===== config.mk =====
export PLATFORM = sky130hd
export DESIGN_NAME = varint_to_utf8_transcoder
export DESIGN_NICKNAME = d
export VERILOG_FILES = /design/src/rtl/v2u_pkg.sv /design/src/rtl/v2u_front.sv /design/src/rtl/v2u_queue.sv /design/src/rtl/v2u_back.sv /design/src/rtl/varint_to_utf8_transcoder.sv
export SDC_FILE = /design/constraint.sdc
export NUM_CORES = 1
export LEC_CHECK = 0
export BUFFER_PORTS_ARGS = -buffer_cell sky130_fd_sc_hd__clkbuf_2
export CORE_MARGIN = 3
export CORE_UTILIZATION = 30
export DETAILED_ROUTE_END_ITERATION = 8
export PLACE_DENSITY = 0.43
export SYNTH_ARGS = -nofsm -noshare
export SYNTH_HDL_FRONTEND = slang
export SYNTH_HIERARCHICAL = 1
export SYNTH_SLANG_ARGS = --single-unit

===== constraint.sdc =====
create_clock -name clk_i -period 4.1 [get_ports clk_i]
set_clock_uncertainty 0.05 [all_clocks]
set_input_delay 0.615 -clock clk_i [delete_from_list [all_inputs] [get_ports clk_i]]
set_output_delay 0.615 -clock clk_i [all_outputs]
set_load 0.005 [all_outputs]

===== src/rtl/v2u_pkg.sv =====
// Shared types, constants and UTF-8 byte formatting for the varint transcoder.
`default_nettype none

package v2u_pkg;

  localparam int unsigned CpW = 21;

  // Encoded length of a character, stored as byte count minus one.
  localparam logic [1:0] LEN_1 = 2'd0;
  localparam logic [1:0] LEN_2 = 2'd1;
  localparam logic [1:0] LEN_3 = 2'd2;
  localparam logic [1:0] LEN_4 = 2'd3;

  localparam logic [CpW-1:0] LIM_1 = 21'h00007F;
  localparam logic [CpW-1:0] LIM_2 = 21'h0007FF;
  localparam logic [CpW-1:0] LIM_3 = 21'h00FFFF;

  localparam logic [7:0] LEAD_2 = 8'hC0;
  localparam logic [7:0] LEAD_3 = 8'hE0;
  localparam logic [7:0] LEAD_4 = 8'hF0;
  localparam logic [7:0] CONT   = 8'h80;

  localparam logic [2:0] GRP_MAX = 3'd7;
  localparam logic [2:0] GRP_TOP = 3'd3;

  // One decoded character handed from the front to the back.
  typedef struct packed {
    logic           err;
    logic [CpW-1:0] cp;
  } v2u_char_t;

  // Queue status seen by the front.
  typedef struct packed {
    logic full;
    logic empty;
  } v2u_qstat_t;

  function automatic logic [1:0] enc_len(input logic [CpW-1:0] cp);
    logic [1:0] len;
    if (cp <= LIM_1) len = LEN_1;
    else if (cp <= LIM_2) len = LEN_2;
    else if (cp <= LIM_3) len = LEN_3;
    else len = LEN_4;
    return len;
  endfunction

  function automatic logic [7:0] cont_byte(input logic [5:0] bits);
    return CONT | {2'b00, bits};
  endfunction

  function automatic logic [7:0] enc_byte(input logic [CpW-1:0] cp,
                                          input logic [1:0]     len,
                                          input logic [1:0]     idx);
    logic [7:0] b;
    b = '0;
    case (len)
      LEN_1: b = {1'b0, cp[6:0]};
      LEN_2: begin
        case (idx)
          2'd0:    b = LEAD_2 | {3'b000, cp[10:6]};
          default: b = cont_byte(cp[5:0]);
        endcase
      end
      LEN_3: begin
        case (idx)
          2'd0:    b = LEAD_3 | {4'h0, cp[15:12]};
          2'd1:    b = cont_byte(cp[11:6]);
          default: b = cont_byte(cp[5:0]);
        endcase
      end
      default: begin
        case (idx)
          2'd0:    b = LEAD_4 | {5'b00000, cp[20:18]};
          2'd1:    b = cont_byte(cp[17:12]);
          2'd2:    b = cont_byte(cp[11:6]);
          default: b = cont_byte(cp[5:0]);
        endcase
      end
    endcase
    return b;
  endfunction

endpackage

`default_nettype wire


===== src/rtl/v2u_front.sv =====
// Front end: gathers varint groups and hands complete characters to the queue.
`default_nettype none

module v2u_front (
  input  wire logic                  clk_i,
  input  wire logic                  rst_ni,
  input  wire logic                  in_valid_i,
  output logic                       in_stall_o,
  input  wire logic [7:0]            data_byte_i,
  input  wire logic                  end_of_input_i,
  input  wire v2u_pkg::v2u_qstat_t   qstat_i,
  output logic                       push_o,
  output v2u_pkg::v2u_char_t         push_data_o
);

  logic [v2u_pkg::CpW-1:0] acc_q, acc_d;
  logic [2:0]              grp_q, grp_d;
  logic                    ovf_q, ovf_d;
  logic                    accept;
  logic [6:0]              bits;
  logic [v2u_pkg::CpW-1:0] acc_new;
  logic                    ovf_new;

  assign in_stall_o = qstat_i.full;
  assign accept     = in_valid_i && !qstat_i.full;
  assign bits       = data_byte_i[6:0];

  always_comb begin
    acc_new = acc_q;
    case (grp_q)
      3'd0:    acc_new = acc_q | {14'd0, bits};
      3'd1:    acc_new = acc_q | {7'd0, bits, 7'd0};
      3'd2:    acc_new = acc_q | {bits, 14'd0};
      default: acc_new = acc_q;
    endcase
    // fourth group has no room above bit 20; any later group overflows
    ovf_new = ovf_q || (grp_q == v2u_pkg::GRP_TOP && bits != 7'd0) ||
              (grp_q > v2u_pkg::GRP_TOP);
  end

  always_comb begin
    acc_d       = acc_q;
    grp_d       = grp_q;
    ovf_d       = ovf_q;
    push_o      = 1'b0;
    push_data_o = '{err: 1'b1, cp: '0};
    if (accept) begin
      if (end_of_input_i) begin
        push_o = (grp_q != 3'd0);
        acc_d  = '0;
        grp_d  = '0;
        ovf_d  = 1'b0;
      end else if (data_byte_i[7]) begin
        acc_d = acc_new;
        ovf_d = ovf_new;
        grp_d = (grp_q == v2u_pkg::GRP_MAX) ? grp_q : grp_q + 3'd1;
      end else begin
        push_o      = 1'b1;
        push_data_o = '{err: ovf_new, cp: acc_new};
        acc_d       = '0;
        grp_d       = '0;
        ovf_d       = 1'b0;
      end
    end
  end

  always_ff @(posedge clk_i or negedge rst_ni) begin
    if (!rst_ni) begin
      acc_q <= '0;
      grp_q <= '0;
      ovf_q <= 1'b0;
    end else begin
      acc_q <= acc_d;
      grp_q <= grp_d;
      ovf_q <= ovf_d;
    end
  end

endmodule

`default_nettype wire


===== src/rtl/v2u_queue.sv =====
// Two-entry character queue between the front and back ends.
`default_nettype none

module v2u_queue (
  input  wire logic                clk_i,
  input  wire logic                rst_ni,
  input  wire logic                push_i,
  input  wire v2u_pkg::v2u_char_t  push_data_i,
  input  wire logic                pop_i,
  output v2u_pkg::v2u_char_t       pop_data_o,
  output v2u_pkg::v2u_qstat_t      qstat_o
);

  v2u_pkg::v2u_char_t mem_q [2];
  logic               wr_ptr_q, wr_ptr_d;
  logic               rd_ptr_q, rd_ptr_d;
  logic [1:0]         cnt_q, cnt_d;

  assign qstat_o.full  = (cnt_q == 2'd2);
  assign qstat_o.empty = (cnt_q == 2'd0);
  assign pop_data_o    = mem_q[rd_ptr_q];

  always_comb begin
    wr_ptr_d = push_i ? !wr_ptr_q : wr_ptr_q;
    rd_ptr_d = pop_i  ? !rd_ptr_q : rd_ptr_q;
    cnt_d    = cnt_q + {1'b0, push_i} - {1'b0, pop_i};
  end

  always_ff @(posedge clk_i) begin
    if (push_i) begin
      mem_q[wr_ptr_q] <= push_data_i;
    end
  end

  always_ff @(posedge clk_i or negedge rst_ni) begin
    if (!rst_ni) begin
      wr_ptr_q <= 1'b0;
      rd_ptr_q <= 1'b0;
      cnt_q    <= '0;
    end else begin
      wr_ptr_q <= wr_ptr_d;
      rd_ptr_q <= rd_ptr_d;
      cnt_q    <= cnt_d;
    end
  end

endmodule

`default_nettype wire


===== src/rtl/v2u_back.sv =====
// Back end: serializes each queued character into UTF-8 bytes on a registered output.
`default_nettype none

module v2u_back (
  input  wire logic                clk_i,
  input  wire logic                rst_ni,
  input  wire logic                q_empty_i,
  input  wire v2u_pkg::v2u_char_t  q_data_i,
  output logic                     pop_o,
  output logic                     out_valid_o,
  input  wire logic                out_stall_i,
  output logic [7:0]               utf8_byte_o,
  output logic                     last_of_char_o,
  output logic                     error_o
);

  logic                    busy_q, busy_d;
  logic [v2u_pkg::CpW-1:0] cp_q, cp_d;
  logic                    err_q, err_d;
  logic [1:0]              len_q, len_d;
  logic [1:0]              idx_q, idx_d;
  logic                    ovld_q, ovld_d;
  logic [7:0]              obyte_q, obyte_d;
  logic                    olast_q, olast_d;
  logic                    oerr_q, oerr_d;
  logic                    out_free;
  logic                    emit;
  logic                    is_last;

  assign out_free = !ovld_q || !out_stall_i;
  assign emit     = busy_q && out_free;
  assign is_last  = err_q || (idx_q == len_q);
  // next character loads as soon as the current one issues its final byte
  assign pop_o    = !q_empty_i && (!busy_q || (emit && is_last));

  always_comb begin
    busy_d  = busy_q;
    cp_d    = cp_q;
    err_d   = err_q;
    len_d   = len_q;
    idx_d   = idx_q;
    ovld_d  = ovld_q && out_stall_i;
    obyte_d = obyte_q;
    olast_d = olast_q;
    oerr_d  = oerr_q;
    if (emit) begin
      ovld_d  = 1'b1;
      obyte_d = err_q ? 8'h00 : v2u_pkg::enc_byte(cp_q, len_q, idx_q);
      olast_d = is_last;
      oerr_d  = err_q;
      idx_d   = idx_q + 2'd1;
      if (is_last) begin
        busy_d = 1'b0;
      end
    end
    if (pop_o) begin
      busy_d = 1'b1;
      cp_d   = q_data_i.cp;
      err_d  = q_data_i.err;
      len_d  = v2u_pkg::enc_len(q_data_i.cp);
      idx_d  = '0;
    end
  end

  always_ff @(posedge clk_i) begin
    cp_q    <= cp_d;
    err_q   <= err_d;
    len_q   <= len_d;
    obyte_q <= obyte_d;
    olast_q <= olast_d;
    oerr_q  <= oerr_d;
  end

  always_ff @(posedge clk_i or negedge rst_ni) begin
    if (!rst_ni) begin
      busy_q <= 1'b0;
      idx_q  <= '0;
      ovld_q <= 1'b0;
    end else begin
      busy_q <= busy_d;
      idx_q  <= idx_d;
      ovld_q <= ovld_d;
    end
  end

  assign out_valid_o    = ovld_q;
  assign utf8_byte_o    = obyte_q;
  assign last_of_char_o = olast_q;
  assign error_o        = oerr_q;

endmodule

`default_nettype wire


===== src/rtl/varint_to_utf8_transcoder.sv =====
// Top level of the varint to UTF-8 transcoder.
// Takes one varint byte per cycle while in_stall_o is low and emits each
// completed character as 1 to 4 UTF-8 bytes, one byte per cycle on a
// registered output while out_stall_i is low; a malformed or truncated
// varint gives a single result with error set. Input requests are taken
// every cycle while the two-entry character queue has room; output
// throughput is one byte per cycle unless stalled, bounded by the single-byte
// output port. A final varint byte passes through the character queue and
// the back end's character registers before its first UTF-8 byte is registered.
`default_nettype none

module varint_to_utf8_transcoder (
  input  wire logic       clk_i,
  input  wire logic       rst_ni,
  input  wire logic       in_valid_i,
  output logic            in_stall_o,
  input  wire logic [7:0] data_byte_i,
  input  wire logic       end_of_input_i,
  output logic            out_valid_o,
  input  wire logic       out_stall_i,
  output logic [7:0]      utf8_byte_o,
  output logic            last_of_char_o,
  output logic            error_o
);

  v2u_pkg::v2u_qstat_t qstat;
  v2u_pkg::v2u_char_t  push_data;
  v2u_pkg::v2u_char_t  pop_data;
  logic                push;
  logic                pop;

  v2u_front u_front (
    .clk_i          (clk_i),
    .rst_ni         (rst_ni),
    .in_valid_i     (in_valid_i),
    .in_stall_o     (in_stall_o),
    .data_byte_i    (data_byte_i),
    .end_of_input_i (end_of_input_i),
    .qstat_i        (qstat),
    .push_o         (push),
    .push_data_o    (push_data)
  );

  v2u_queue u_queue (
    .clk_i       (clk_i),
    .rst_ni      (rst_ni),
    .push_i      (push),
    .push_data_i (push_data),
    .pop_i       (pop),
    .pop_data_o  (pop_data),
    .qstat_o     (qstat)
  );

  v2u_back u_back (
    .clk_i          (clk_i),
    .rst_ni         (rst_ni),
    .q_empty_i      (qstat.empty),
    .q_data_i       (pop_data),
    .pop_o          (pop),
    .out_valid_o    (out_valid_o),
    .out_stall_i    (out_stall_i),
    .utf8_byte_o    (utf8_byte_o),
    .last_of_char_o (last_of_char_o),
    .error_o        (error_o)
  );

endmodule

`default_nettype wire


==> results.sh, run 1 <==
export IMPL_status="completed"
export IMPL_synth_cell_area_mm2=0.00498
export IMPL_r2r_cells=6
export IMPL_drive_gt1_share_pct=19.7
export IMPL_layout_nets=417
export IMPL_p_switching_mw=1.18
export IMPL_crit_type="reg2reg"
export IMPL_ys_ff_latch=111
export IMPL_seq_power_share_pct=48.8
export IMPL_place_inst=596
export IMPL_port_buffers=24
export IMPL_synth_warnings=6
export IMPL_htreeDepth=3
export IMPL_die_area_mm2=0.0182
export IMPL_setup_viol=0
export IMPL_grt_pass1_wl_mm=16.5
export IMPL_maxSlewViolCount=0
export IMPL_cts_sinks=111
export IMPL_fin_ws_ns=1.53
export IMPL_cp_end_kind="register"
export IMPL_drt_first_iter_violations=254
export IMPL_hold_class="in2async"
export IMPL_synth_nets=397
export IMPL_worst_pin_slew_ns=0.871
export IMPL_fin_util_pct=34.6
export IMPL_timing_fmax_mhz=389
export IMPL_post_cts_buffers=0
export IMPL_ir_worst_vdd_v=0.000309
export IMPL_synth_area_per_cell_um2=13.4
export IMPL_ys_seq_area_share_pct=63.6
export IMPL_area_growth_pct=11.4
export IMPL_antenna_found_initial=0
export IMPL_crit_fanout=22
export IMPL_num_antenna_cells=0
export IMPL_cts_tree="yes"
export IMPL_chipWidth_um=135
export IMPL_viasPerCell=4.74
export IMPL_stdcell_count=612
export IMPL_switching_share_pct=32.7
export IMPL_hold_buffers=0
export IMPL_critPathLaunchType="register"
export IMPL_cts_resized=0
export IMPL_first_pass_iters=4
export IMPL_vias=2899
export IMPL_ant_nets=0
export IMPL_post_route_period_util_pct=62.7
export IMPL_r2r_end="u_queue/mem_q[0][19]"
export IMPL_routedWlPerCell_um=16.2
export IMPL_synth_edf_count=78
export IMPL_clkLatencyLatePin_ns=0.35
export IMPL_gp_congestion=0.731
export IMPL_async_flop_share_pct=29.7
export IMPL_hold_viol_final=0
export IMPL_clkPwrFrac_pct=22.7
export IMPL_r2r_start="u_queue/cnt_q[1]"
export IMPL_overflow=0
export IMPL_leakage_nw=2.12
export IMPL_io_pins=25
export IMPL_dpl_hpwl_mm=6.88
export IMPL_grt_use_total_pct=11.9
export IMPL_setup_tns_ns=0
export IMPL_reg2reg_slack_ns=1.53
export IMPL_cap_violations=0
export IMPL_required_ns=4.08
export IMPL_grt_pass1_vias=2901
export IMPL_pwr_share_comb_pct=28.5
export IMPL_wl_mm=9.89
export IMPL_synth_cell_type_count=56
export IMPL_rows=46
export IMPL_internal_power_mw=2.44
export IMPL_clockBufferDepth=2
export IMPL_grt_max_degree=34
export IMPL_drc=0
export IMPL_core_area_mm2=0.0161
export IMPL_syn_inst=371
export IMPL_post_route_min_period_ns=2.57
export IMPL_rsz0062_at_grt="no"
export IMPL_ys_top_cells_by_area="edfxtp_1 47%, dfrtp_1 17%, mux2_2 5.2%"
export IMPL_yosys_area_top_type_share_pct=47.0
export IMPL_slew_headroom_pct=41.9
export IMPL_p_per_area_mw_per_mm2=653
export IMPL_initial_core_util_pct=31.0
export IMPL_place_ws_ns=1.46
export IMPL_cts_reportedPaths_clkPinSlew_ns=0.07
export IMPL_fp_dieH_um=135
export IMPL_ys_flop_type="edfxtp_1"
export IMPL_cp_data_arrival_time_ns=2.55
export IMPL_clockRootBuffer="clkbuf_16"
export IMPL_cts_buffers_inserted=9
export IMPL_synth_largest_area_cell="edfxtp_1"
==> synthesized netlist by cell type (6+ instances only) <==
library cell / instances
dfrtp_1: 33
nor2_1: 36
nand2_1: 15
a21oi_1: 39
a22o_1: 18
edfxtp_1: 78
nor2b_1: 9
buf_6: 6
mux2_2: 23
buf_2: 8
nand2b_1: 6
inv_1: 14
ha_1: 13
==> cell families (layout without fill, tap and decap cells) <==
logic type | Yosys count | after routing | share of synthesized area [%]
mux | 25 | 25 | 5.60
fa+ha+maj | 13 | 13 | 3.26
compound gates | 93 | 93 | 13.1
flops | 111 | 111 | 63.6
xor+xnor | 6 | 6 | 1.36
buf+inv | 35 | 60 | 3.99
simple gates | 88 | 88 | 9.11
==> power by group through the flow <==
stage / logic (mW) / clock network, mW / registers [mW]
after floorplan: 0.852 / 0 / 1.71
after global placement: 1.04 / 0 / 1.80
after detailed placement: 1.05 / 0 / 1.80
after CTS: 1.05 / 0.860 / 1.77
after global routing: 1.18 / 0.907 / 1.80
final: 1.03 / 0.822 / 1.77
==> critical path, stage by stage, from the launching register on <==
cell	delay (ns)
dfrtp_1	0.41
nor2b_1	0.18
nand2b_4	0.18
nand2b_1	0.42
a21oi_1	0.47
nor2b_2	0.21
buf_4	0.30
==> metal layers <==
layer / GRT usage, % / share of wire (%) / up-vias
met3: 3.65 / 4.2 / 9
met2: 18.0 / 45 / 61
li1: - / - / 1425
met1: 16.6 / 50 / 1404
met4: 3.11 / 1.1 / 0
met5: 0 / 0 / -
==> through the flow <==
step	hold slack [ns]	total power, mW	cell area [µm²]
after global routing	0.370	3.89	5550
after floorplan	0.269	2.56	4980
after detailed placement	0.428	2.84	5270
final	0.314	3.62	5550
after global placement	0.428	2.83	5270
after CTS	0.347	3.69	5550
==> layout make-up <==
cell class                 instances  area (µm²)
fill                            1570       10500
sequential                       111        3170
multi-input combinational        225        1620
tap                              216         270
clock buffer                       9         225
timing repair buffer              29         158
inverter                          15        56.3
clock inverter                     7        55.1
==> layout by cell type (no fill, tap or decap), drive strengths merged, types with 3 or more instances in the layout <==
| cell | n |
|---|---|
| nand2b | 7 |
| a21oi | 41 |
| o21ai | 5 |
| nand2 | 16 |
| inv | 17 |
| nor2b | 9 |
| o211ai | 3 |
| clkinv | 3 |
| dfrtp | 33 |
| buf | 5 |
| ha | 13 |
| nor2 | 36 |
| xnor2 | 3 |
| a211oi | 5 |
| a22o | 18 |
| mux2 | 23 |
| edfxtp | 78 |
| nand3 | 5 |
| a22oi | 4 |
| clkbuf | 33 |
| a222oi | 3 |
==> state kept, by name, summed over array words and instances, names as in the netlist <==
register and cells:
u_queue/mem_q 44, u_back/utf8_byte_o 8, u_queue/cnt_q 2, u_back/idx_q 2, u_back/error_o 1, u_front/acc_q 21
u_queue/rd_ptr_q 1, u_back/out_valid_o 1, u_back/busy_q 1, u_back/last_of_char_o 1, u_front/ovf_q 1, u_back/err_q 1
u_front/grp_q 3, u_back/len_q 2, u_queue/wr_ptr_q 1, u_back/cp_q 21
==> worst max path at each step <==
stage | endpoint | startpoint | slack, ns | cells after the start
global route | u_queue/mem_q[0][19] | u_queue/cnt_q[1] | 1.39 | 6
global placement | u_queue/mem_q[0][18] | in_valid_i | 1.48 | 6
detailed placement | u_queue/mem_q[0][18] | in_valid_i | 1.46 | 6
finish | u_queue/mem_q[0][19] | u_queue/cnt_q[1] | 1.53 | 6
floorplan | u_queue/mem_q[0][0] | u_queue/cnt_q[1] | 1.21 | 7
CTS | u_queue/mem_q[0][17] | u_queue/cnt_q[1] | 1.51 | 6
No activity file was read; power rests on OpenSTA's default activity.
==> inputs of run 2 (changes only) <==
--- a/config.mk
+++ b/config.mk
@@ -9,7 +9,7 @@
 export CORE_MARGIN = 3
 export CORE_UTILIZATION = 30
 export DETAILED_ROUTE_END_ITERATION = 8
-export PLACE_DENSITY = 0.43
+export PLACE_DENSITY = 0.44
 export SYNTH_ARGS = -nofsm -noshare
 export SYNTH_HDL_FRONTEND = slang
 export SYNTH_HIERARCHICAL = 1
==> constraint.sdc (replaced) <==
create_clock -name clk_i -period 2.3 [get_ports clk_i]
set_clock_uncertainty 0.05 [all_clocks]
set_input_delay 0.345 -clock clk_i [delete_from_list [all_inputs] [get_ports clk_i]]
set_output_delay 0.345 -clock clk_i [all_outputs]
set_load 0.005 [all_outputs]
==> run 2 against run 1 <==
Against the previous run: critical path type unchanged; clock-buffer cell count up 3; worst setup slack worse by 1.3 ns; highest routed layer unchanged; core utilization up 0.89 points; largest cell class unchanged; sequential power up 73%; final cell count up 0.98%; clock power up 100%; largest power group unchanged; hold slack worse by 0.27 ns; cell area up 2.6%; via count down 0.83%; flip-flop and latch count unchanged; critical path depth unchanged.
==> results.sh, run 2 (same netlist as run 1, synthesis figures left out) <==
export IMPL_final_cell_mix="78 x edfxtp_1, 39 x a21oi_1, 36 x nor2_1"
export IMPL_pwr_share_comb_pct=30.2
export IMPL_maxSlewViolCount=0
export IMPL_timing_fmax_mhz=485
export IMPL_clkPwrFrac_pct=24.6
export IMPL_placed_area_mm2=0.00538
export IMPL_cts_reportedPaths_clkPinSlew_ns=0.08
export IMPL_seq_power_share_pct=45.3
export IMPL_viasPerCell=4.65
export IMPL_drc=0
export IMPL_cts_sinks=111
export IMPL_cap_violations=0
export IMPL_post_route_period_util_pct=89.6
export IMPL_num_antenna_cells=0
export IMPL_internal_power_mw=4.63
export IMPL_grt_pass1_vias=2904
export IMPL_regMostFlops="u_queue/mem_q"
export IMPL_overflow=0
export IMPL_post_cts_buffers=0
export IMPL_hold_slack_ns=0.0436
export IMPL_rsz0062_at_grt="no"
export IMPL_place_inst=602
export IMPL_vias=2875
export IMPL_status="completed"
export IMPL_core_area_mm2=0.0161
export IMPL_cp_startpoint="u_back/idx_q[1]"
export IMPL_rows=46
export IMPL_reg_top3="u_queue/mem_q x44, u_back/cp_q x21, u_front/acc_q x21"
export IMPL_leakage_nw=2.19
export IMPL_p_per_area_mw_per_mm2=1190
export IMPL_switching_share_pct=31.4
export IMPL_setup_viol=0
export IMPL_ir_worst_vdd_v=0.000419
export IMPL_clkLatencyLatePin_ns=0.35
export IMPL_gp_congestion=0.735
export IMPL_slew_headroom_pct=42.0
export IMPL_cp_cell_sequence="inv_1, ha_1, a22oi_1, o211ai_2, o31ai_1, a221oi_2"
export IMPL_htreeDepth=3
export IMPL_dpl_hpwl_mm=6.89
export IMPL_antenna_found_initial=0
export IMPL_hold_class="in2async"
export IMPL_critPathLaunchType="register"
export IMPL_reg2reg_slack_ns=0.24
export IMPL_required_ns=2.43
export IMPL_cp_slowest_cell="ha_1"
export IMPL_fp_dieH_um=135
export IMPL_stdcell_count=618
export IMPL_cp_end_kind="register"
export IMPL_hold_buffers=0
export IMPL_crit_type="reg2reg"
export IMPL_clockRootBuffer="clkbuf_16"
export IMPL_drive_gt1_share_pct=21.4
export IMPL_die_area_mm2=0.0182
export IMPL_final_area_mm2=0.00569
export IMPL_crit_path_end="u_back/utf8_byte_o[3]"
export IMPL_clockBufferDepth=2
export IMPL_wl_mm=9.78
export IMPL_r2r_end="u_back/utf8_byte_o[3]"
export IMPL_p_switching_mw=2.12
export IMPL_cp_data_arrival_time_ns=2.19
export IMPL_largest_register_ffs=44
export IMPL_grt_pass1_wl_mm=16.1
export IMPL_fillers=1556
export IMPL_critical_path_max_stage_delay_ns=0.56
export IMPL_post_route_min_period_ns=2.06
export IMPL_ant_nets=0
export IMPL_drt_first_iter_violations=169
export IMPL_hold_viol_final=0
export IMPL_r2r_start="u_back/idx_q[1]"
export IMPL_chipWidth_um=135
export IMPL_port_buffers=24
export IMPL_routedWlPerCell_um=15.8
export IMPL_crit_fanout=16
export IMPL_worst_pin_slew_ns=0.870
export IMPL_first_pass_iters=4
export IMPL_grt_max_degree=34
export IMPL_area_growth_pct=14.3
export IMPL_cts_buffers_inserted=9
export IMPL_initial_core_util_pct=31.0
export IMPL_setup_tns_ns=0
export IMPL_r2r_cells=6
export IMPL_cts_tree="yes"
export IMPL_layout_nets=423
export IMPL_io_pins=25
export IMPL_final_common_cell="edfxtp_1"
export IMPL_grt_use_total_pct=11.5
[run 2: worst min path at each step]
stage | from | end | slack [ns] | cells past startpoint
floorplan | rst_ni | u_back/busy_q | -0.0006 | 0
global placement | u_front/ovf_q | u_front/ovf_q | 0.42 | 1
detailed placement | u_front/ovf_q | u_front/ovf_q | 0.43 | 1
CTS | rst_ni | u_front/acc_q[10] | 0.07 | 1
global route | rst_ni | u_front/acc_q[10] | 0.12 | 1
finish | rst_ni | u_front/acc_q[10] | 0.04 | 1
[run 2: layer usage]
metal,vias to the layer above,track usage [%],share of wire [%]
met5,-,0,0
met4,0,3.39,1.1
met3,7,3.20,3.1
met2,41,18.0,47
met1,1393,15.6,49
li1,1434,-,-
[run 2: worst max-delay path, delay by kind of cell, from the launching register on]
kind                       cells  cell delay, ns
AOI/OAI and AO/OA              4            0.73
DFF                            1            0.43
buffers and inverters          1            0.12
adders and majority gates      1            0.56
[run 2: power by group through the flow]
stage | logic (mW) | clock network (mW) | registers, mW
final | 2.04 | 1.66 | 3.06
after global routing | 2.30 | 1.81 | 3.12
after CTS | 2.08 | 1.72 | 3.06
after global placement | 2.07 | 0 | 3.10
after floorplan | 1.55 | 0 | 3.05
after detailed placement | 2.06 | 0 | 3.11
[run 2: final cells by class]
class                           instances  area [µm²]  area share, %
Clock buffer                           12         258           4.53
Tap cell                              216         270           4.75
Clock inverter                          4        58.8           1.03
Multi-Input combinational cell        225        1640           28.9
Inverter                               15        56.3          0.989
Timing Repair Buffer                   35         240           4.22
Sequential cell                       111        3170           55.6
[run 2: metrics by stage]
step	util, %	power, mW	setup WS (ns)
after floorplan	-	4.60	0.0307
after global placement	33.5	5.17	0.225
after detailed placement	33.5	5.17	0.191
after CTS	35.4	6.86	0.147
after global routing	35.5	7.22	0.0486
final	35.5	6.75	0.239
[run 2: timing repair]
item	CTS	global route
hold endpoints to repair	0	0
resized for setup	0	1
endpoints found under the setup margin	0	2
